===== src/hw/rtl/epv_pkg.sv =====
// ----------------------------------------------------------------------------
// Encoder period velocity package
// Widths, register indexes, reset values and event codes for the meter.
// ----------------------------------------------------------------------------
package epv_pkg;

  localparam int unsigned CapW   = 16;
  localparam int unsigned SpeedW = 32;
  localparam int unsigned PprW   = 10;
  localparam int unsigned CountW = 8;
  localparam int unsigned DeltaW = CountW + CapW;
  localparam int unsigned DenW   = PprW + DeltaW;
  localparam int unsigned StepW  = $clog2(SpeedW);
  localparam int unsigned CfgIdxW = 2;

  localparam logic [SpeedW-1:0] TicksReset   = 32'd60000000;
  localparam logic [PprW-1:0]   PprReset     = 10'd12;
  localparam logic [CountW-1:0] TimeoutReset = 8'd10;

  typedef enum logic [CfgIdxW-1:0] {
    CFG_TICKS_PER_MINUTE = 2'd0,
    CFG_PULSES_PER_REV   = 2'd1,
    CFG_TIMEOUT_LIMIT    = 2'd2
  } cfg_index_t;

  localparam logic REQ_CAPTURE  = 1'b0;
  localparam logic REQ_OVERFLOW = 1'b1;

endpackage


===== src/hw/rtl/encoder_period_velocity_top.sv =====
// Encoder period speed meter. Each input transaction is either a timer
// overflow or an edge capture with the 16-bit captured timer value; each one
// yields exactly one speed transaction in rpm. An overflow, or a capture with
// an elapsed time of zero or less, goes straight to the output load. Other
// captures form the elapsed ticks on acceptance, multiply by pulses per rev,
// run the radix-2 restoring divider (one quotient bit per cycle) and load the
// output register; zero pulses per rev skips the divider and loads all ones.
// The load waits, and the input stays blocked, for as long as the output
// register still holds an untaken result. The input is accepted again once
// the result is in the output register, even while it still waits to be taken.
// Configuration is written through cfg_we / cfg_index / cfg_data; the user
// must do so only while idle, and the block itself does not enforce this.
// ----------------------------------------------------------------------------
// Encoder period velocity top level
// Overflow counting, elapsed-period capture and a serial divider.
// ----------------------------------------------------------------------------
module encoder_period_velocity_top
  import epv_pkg::*;
(
  input  logic                clk,
  input  logic                rst,
  input  logic                cfg_we,
  input  logic [CfgIdxW-1:0]  cfg_index,
  input  logic [SpeedW-1:0]   cfg_data,
  input  logic                in_valid,
  output logic                in_ready,
  input  logic                req_type,
  input  logic [CapW-1:0]     capture_value,
  output logic                out_valid,
  input  logic                out_ready,
  output logic [SpeedW-1:0]   speed_rpm
);

  typedef enum logic [1:0] {
    ST_IDLE,
    ST_MUL,
    ST_DIV,
    ST_DONE
  } state_t;

  state_t              state;
  logic [SpeedW-1:0]   ticks_per_minute;
  logic [PprW-1:0]     pulses_per_rev;
  logic [CountW-1:0]   timeout_limit;
  logic [CapW-1:0]     last_capture;
  logic [SpeedW-1:0]   held_speed;
  logic [CountW-1:0]   overflow_count;
  logic [DeltaW-1:0]   delta;
  logic [DenW-1:0]     den;
  logic [DenW:0]       rem;
  logic [SpeedW-1:0]   quo;
  logic [StepW-1:0]    step;
  logic [SpeedW-1:0]   res;

  logic                in_fire;
  logic [DeltaW+1:0]   delta_full;
  logic                delta_pos;
  logic [CountW-1:0]   count_inc;
  logic [DenW:0]       rem_sh;
  logic [DenW:0]       rem_diff;
  logic                rem_ge;
  logic [SpeedW-1:0]   quo_next;
  logic                out_free;

  assign in_ready  = (state == ST_IDLE);
  assign in_fire   = in_valid && in_ready;
  assign out_free  = !out_valid || out_ready;

  assign delta_full = {2'b00, overflow_count, capture_value}
                    - {{(DeltaW+2-CapW){1'b0}}, last_capture};
  assign delta_pos  = !delta_full[DeltaW+1] && (|delta_full[DeltaW-1:0]);
  assign count_inc  = (overflow_count == {CountW{1'b1}}) ? overflow_count
                                                         : overflow_count + 1'b1;

  assign rem_sh   = {rem[DenW-1:0], quo[SpeedW-1]};
  assign rem_ge   = (rem_sh >= {1'b0, den});
  assign rem_diff = rem_sh - {1'b0, den};
  assign quo_next = {quo[SpeedW-2:0], rem_ge};

  always_ff @(posedge clk) begin
    if (rst) begin
      ticks_per_minute <= TicksReset;
      pulses_per_rev   <= PprReset;
      timeout_limit    <= TimeoutReset;
    end else if (cfg_we) begin
      unique case (cfg_index)
        CFG_TICKS_PER_MINUTE: ticks_per_minute <= cfg_data;
        CFG_PULSES_PER_REV:   pulses_per_rev   <= cfg_data[PprW-1:0];
        CFG_TIMEOUT_LIMIT:    timeout_limit    <= cfg_data[CountW-1:0];
        default: ;
      endcase
    end
  end

  always_ff @(posedge clk) begin
    if (rst) begin
      state          <= ST_IDLE;
      out_valid      <= 1'b0;
      last_capture   <= '0;
      held_speed     <= '0;
      overflow_count <= '0;
      step           <= '0;
    end else begin
      if (out_valid && out_ready && state != ST_DONE) begin
        out_valid <= 1'b0;
      end
      unique case (state)
        ST_IDLE: begin
          if (in_fire) begin
            if (req_type == REQ_OVERFLOW) begin
              overflow_count <= count_inc;
              if (count_inc >= timeout_limit) begin
                held_speed <= '0;
                res        <= '0;
              end else begin
                res <= held_speed;
              end
              state <= ST_DONE;
            end else begin
              last_capture <= capture_value;
              delta        <= delta_full[DeltaW-1:0];
              if (delta_pos) begin
                state <= ST_MUL;
              end else begin
                res   <= '0;
                state <= ST_DONE;
              end
            end
          end
        end
        ST_MUL: begin
          if (pulses_per_rev == '0) begin
            res            <= '1;
            held_speed     <= '1;
            overflow_count <= '0;
            state          <= ST_DONE;
          end else begin
            den   <= {{DeltaW{1'b0}}, pulses_per_rev} * {{PprW{1'b0}}, delta};
            rem   <= '0;
            quo   <= ticks_per_minute;
            step  <= '0;
            state <= ST_DIV;
          end
        end
        ST_DIV: begin
          rem  <= rem_ge ? rem_diff : rem_sh;
          quo  <= quo_next;
          step <= step + 1'b1;
          if (step == {StepW{1'b1}}) begin
            res            <= quo_next;
            held_speed     <= quo_next;
            overflow_count <= '0;
            state          <= ST_DONE;
          end
        end
        ST_DONE: begin
          if (out_free) begin
            out_valid <= 1'b1;
            speed_rpm <= res;
            state     <= ST_IDLE;
          end
        end
        default: state <= ST_IDLE;
      endcase
    end
  end

  a_rem_below_den: assert property (@(posedge clk) disable iff (rst)
    (state == ST_DIV) |-> (rem < {1'b0, den}))
    else $error("divider remainder not below divisor");

  a_count_saturates: assert property (@(posedge clk) disable iff (rst)
    (in_fire && req_type == REQ_OVERFLOW && overflow_count == {CountW{1'b1}})
      |=> (overflow_count == {CountW{1'b1}}))
    else $error("overflow count wrapped");

  a_timeout_zero: assert property (@(posedge clk) disable iff (rst)
    (in_fire && req_type == REQ_OVERFLOW && count_inc >= timeout_limit)
      |=> (held_speed == '0 && res == '0))
    else $error("timeout did not clear held speed");

endmodule

===== config.mk =====
export PLATFORM = sky130hd
export DESIGN_NAME = encoder_period_velocity_top
export DESIGN_NICKNAME = d
export VERILOG_FILES = /design/src/hw/rtl/epv_pkg.sv /design/src/hw/rtl/encoder_period_velocity_top.sv
export SDC_FILE = /design/constraint.sdc
export NUM_CORES = 1
export LEC_CHECK = 0
export BUFFER_PORTS_ARGS = -buffer_cell sky130_fd_sc_hd__buf_2
export CAP_MARGIN = 20
export CORE_MARGIN = 10
export CORE_UTILIZATION = 57
export DETAILED_ROUTE_END_ITERATION = 10
export PLACE_DENSITY = 0.77
export SLEW_MARGIN = 20
export SYNTH_ARGS = -nofsm -noshare
export SYNTH_HDL_FRONTEND = slang
export SYNTH_SLANG_ARGS = --single-unit
export TNS_END_PERCENT = 20

===== constraint.sdc =====
create_clock -name clk -period 5.4 [get_ports clk]
set_input_delay 0.27 -clock clk [delete_from_list [all_inputs] [get_ports clk]]
set_output_delay 0.27 -clock clk [all_outputs]
set_load 0.01 [all_outputs]

==> qor.yml <==
status: "finished with violations"
violations: "setup timing"
synth_mux_area_share_pct: 2.91
endpoint_kind: "register"
hp-class: "input port to register"
cp.required_ns: 5.65
portBuffers: 89
tns_ns: -2.47
start_kind: "register"
crit_path_start: "delta[13]$_DFFE_PP_"
critPathKind: "register to register"
overflow: 0
synth-async-reset-ratio_pct: 0
synthCells: 2336
r2r-start: "delta[13]$_DFFE_PP_"
drt_iter0_drc: 1502
dp.cells: 2964
cts_buffers: 34
power.total_mw: 10.8
drtAntennaViolNets: 0
fin_util_pct: 67.6
grt_pass1_wl_microns: 88800
hpwl_microns: 39200
drive_gt1_share_pct: 18.0
grt_pass1_vias: 17900
grt_setup_unrepaired: "yes"
p_leak_nw: 12.0
layout_commonest_cell: "nand2_1"
cts_tree: "done"
syn_avg_cell_area_sq_um: 9.57
r2r_end: "den[32]$_DFFE_PP_"
vias: 17600
io_pins: 90
wire_per_inst_microns: 17.6
p_per_area_nw_per_um2: 411
fin_crit_sh_pct: 106
core_area_sq_um: 38700
syn_nets: 2703
dieArea_sq_um: 47500
worst_pin_slew_ns: 0.964
syn_area_sq_um: 22300
synth-compound-area-share_pct: 12.9
fin_ws_ns: -0.309
finalNonFillerCells: 3087
avgViaCountPerCell: 5.71
synth_xor_area_share_pct: 2.86
nFillCells: 2880
synth-simple-area-share_pct: 16.1
reg2reg_depth: 23
routed_wl_microns: 54400
max_freq_ghz: 0.175
setup_viol: 13
finalWorstPathRequiredPeriod_ns: 5.71
synth_seq_cells: 302
rows: 72
synth_top_family_by_area: "adder cells"
die_w_microns: 218
drv_slew: 0
ff_latch_area_sq_um: 7950
min_from: "capture_value[2]"
ys.flop_type: "edfxtp_1"
yosysSeqAreaShare_pct: 35.5
hold_ws_ns: 0.0142
finClkSkew_ns: 0.0178
min_to: "last_capture[2]$_SDFFE_PP0P_"
place.gp.congestion: 0.947
path_max_fanout: 4
syn_to_final_growth_pct: 17.2
clk_latency_ns: 0.52
antenna_found_initial: 1
vdd_drop_max_uv: 525
grt_max_degree: 83
worst_ep_arrival_time_ns: 5.96
layout.nets: 2911
cts_sinks: 302
die_h_microns: 218
root_buffer: "clkbuf_16"
drv_cap: 0
cts.reportedPaths.clkPinSlew_ns: 0.05
groute.usage.overall_pct: 22.4
cts_buffer_depth: 3
synth_adder_area_share_pct: 23.3
whs_path_depth: 3
post-route-drc-count: 0
r2r_setup_slack_ns: -0.31
initial_core_util_pct: 57.7
multi_input_area_sq_um: 13400
hold_violations: 0
h-tree-depth: 2
yosys_warnings: 0
dr.pass1.iters: 6
final_cell_mix: "293 x nand2_1, 244 x inv_1, 188 x edfxtp_1, 177 x nor2_1, 163 x fa_1"
synth_edf_count: 188
ys_types: 74
slew_headroom_pct: 35.8
[routing by layer]
metal | track usage (%) | share of wire, % | vias up | wire, microns
li1 | - | - | 8278 | -
met4 | 5.42 | 2.2 | 0 | 1190
met5 | 0 | 0 | - | 0
met3 | 3.66 | 6.5 | 107 | 3530
met2 | 37.3 | 48 | 647 | 26100
met1 | 30.0 | 43 | 8585 | 23600
[timing repair]
| action | in CTS | in global routing |
|---|---|---|
| setup endpoints to repair | 15 | 19 |
| buffers inserted | 21 | 18 |
| hold buffers | 24 | 0 |
| resized for setup | 55 | 56 |
| cloned | 0 | 0 |
| hold endpoints to repair | 24 | 0 |
| pin swaps | 61 | 85 |
[where the power goes]
group          internal [mW]  leakage, nW  switching, mW
clock network           1.41        0.552          0.927
registers               3.07         2.67          0.195
logic                   2.16         8.73           3.00
total                   6.64         12.0           4.12
[cell families (layout without fill, tap and decap cells)]
kind of cell | after synthesis | count (layout)
adders and majority gates | 311 | 311
muxes | 61 | 61
other | 0 | 1
buffers and inverters | 383 | 615
and+or+nand+nor | 769 | 769
AOI/OAI and AO/OA | 437 | 437
xor gates and xnor gates | 73 | 73
DFF | 302 | 302
[worst max-delay path, cell delays in order, from the launching register on]
cell      delay (ns)
edfxtp_1        0.55
buf_6           0.16
buf_4           0.11
buf_6           0.09
nand2_2         0.05
fa_1            0.49
inv_2           0.04
fa_1            0.51
fa_1            0.43
fa_1            0.51
inv_1           0.05
fa_1            0.50
inv_2           0.06
ha_4            0.28
and4_1          0.21
o211ai_1        0.16
a21oi_2         0.20
o31ai_4         0.12
a311oi_2        0.26
buf_4           0.17
a21oi_4         0.06
o211ai_1        0.19
a21oi_1         0.11
xnor2_1         0.13
[synth_stat cells (6+ instances only)]
| master | instances | area [sq um] |
|---|---|---|
| nand3_1 | 51 | 255 |
| o211ai_1 | 11 | 82.6 |
| xor2_1 | 19 | 166 |
| clkbuf_1 | 106 | 398 |
| dfxtp_1 | 114 | 2280 |
| nor3_1 | 15 | 75.1 |
| a22oi_1 | 33 | 248 |
| and4_1 | 9 | 78.8 |
| o21bai_1 | 10 | 75.1 |
| ha_1 | 135 | 1690 |
| a21oi_1 | 161 | 806 |
| inv_1 | 263 | 987 |
| nand2_1 | 298 | 1120 |
| a211oi_1 | 17 | 128 |
| nor4_1 | 11 | 68.8 |
| a31oi_1 | 12 | 75.1 |
| nand4_1 | 8 | 50.1 |
| o21ai_0 | 38 | 190 |
| a22o_1 | 7 | 61.3 |
| and3_1 | 15 | 93.8 |
| mux2i_1 | 29 | 290 |
| or2_2 | 6 | 37.5 |
| edfxtp_1 | 188 | 5650 |
| nor2_1 | 183 | 687 |
| o2111ai_1 | 7 | 61.3 |
| fa_1 | 176 | 3520 |
| buf_1 | 7 | 26.3 |
| and2_1 | 124 | 776 |
| nand2b_1 | 11 | 68.8 |
| mux2_2 | 32 | 360 |
| xnor2_1 | 54 | 473 |
| nor2b_1 | 14 | 87.6 |
| a21o_1 | 67 | 503 |
| nand3b_1 | 6 | 45.0 |
| o21a_1 | 16 | 120 |
[sequential cells by signal, indices dropped and copies added, names as in the netlist]
register / cells
delta: 24
held_speed: 32
speed_rpm: 32
last_capture: 16
den: 34
res: 32
out_valid: 1
overflow_count: 8
pulses_per_rev: 10
rem: 34
quo: 32
state: 2
ticks_per_minute: 32
step: 5
timeout_limit: 8
[stage by stage]
| stage | worst slack [ns] | area [sq um] |
|---|---|---|
| floorplan | 0.00138 | 22500 |
| global placement | -0.400 | 24100 |
| detailed placement | -0.452 | 24100 |
| CTS | -0.179 | 25900 |
| global route | -0.438 | 26200 |
| finish | -0.309 | 26200 |
[final cells by class]
| class | instances | area share [%] |
|---|---|---|
| Antenna cell | 1 | 0.00955 |
| Multi-Input combinational cell | 1651 | 51.0 |
| Clock inverter | 18 | 0.788 |
| Sequential cell | 302 | 30.3 |
| Clock buffer | 42 | 3.52 |
| Timing Repair Buffer | 290 | 8.04 |
| Tap cell | 518 | 2.47 |
| Inverter | 265 | 3.80 |
[worst max-delay path by stage]
stage / to / slack, ns / cells past startpoint
2_1_floorplan: den[33]$_DFFE_PP_ / 0.001 / 21
3_3_place_gp: den[32]$_DFFE_PP_ / -0.40 / 21
3_5_place_dp: den[32]$_DFFE_PP_ / -0.45 / 21
4_1_cts: den[33]$_DFFE_PP_ / -0.18 / 21
5_1_grt: den[32]$_DFFE_PP_ / -0.44 / 23
6_report: den[32]$_DFFE_PP_ / -0.31 / 23
(Power assumes the default switching activity.)
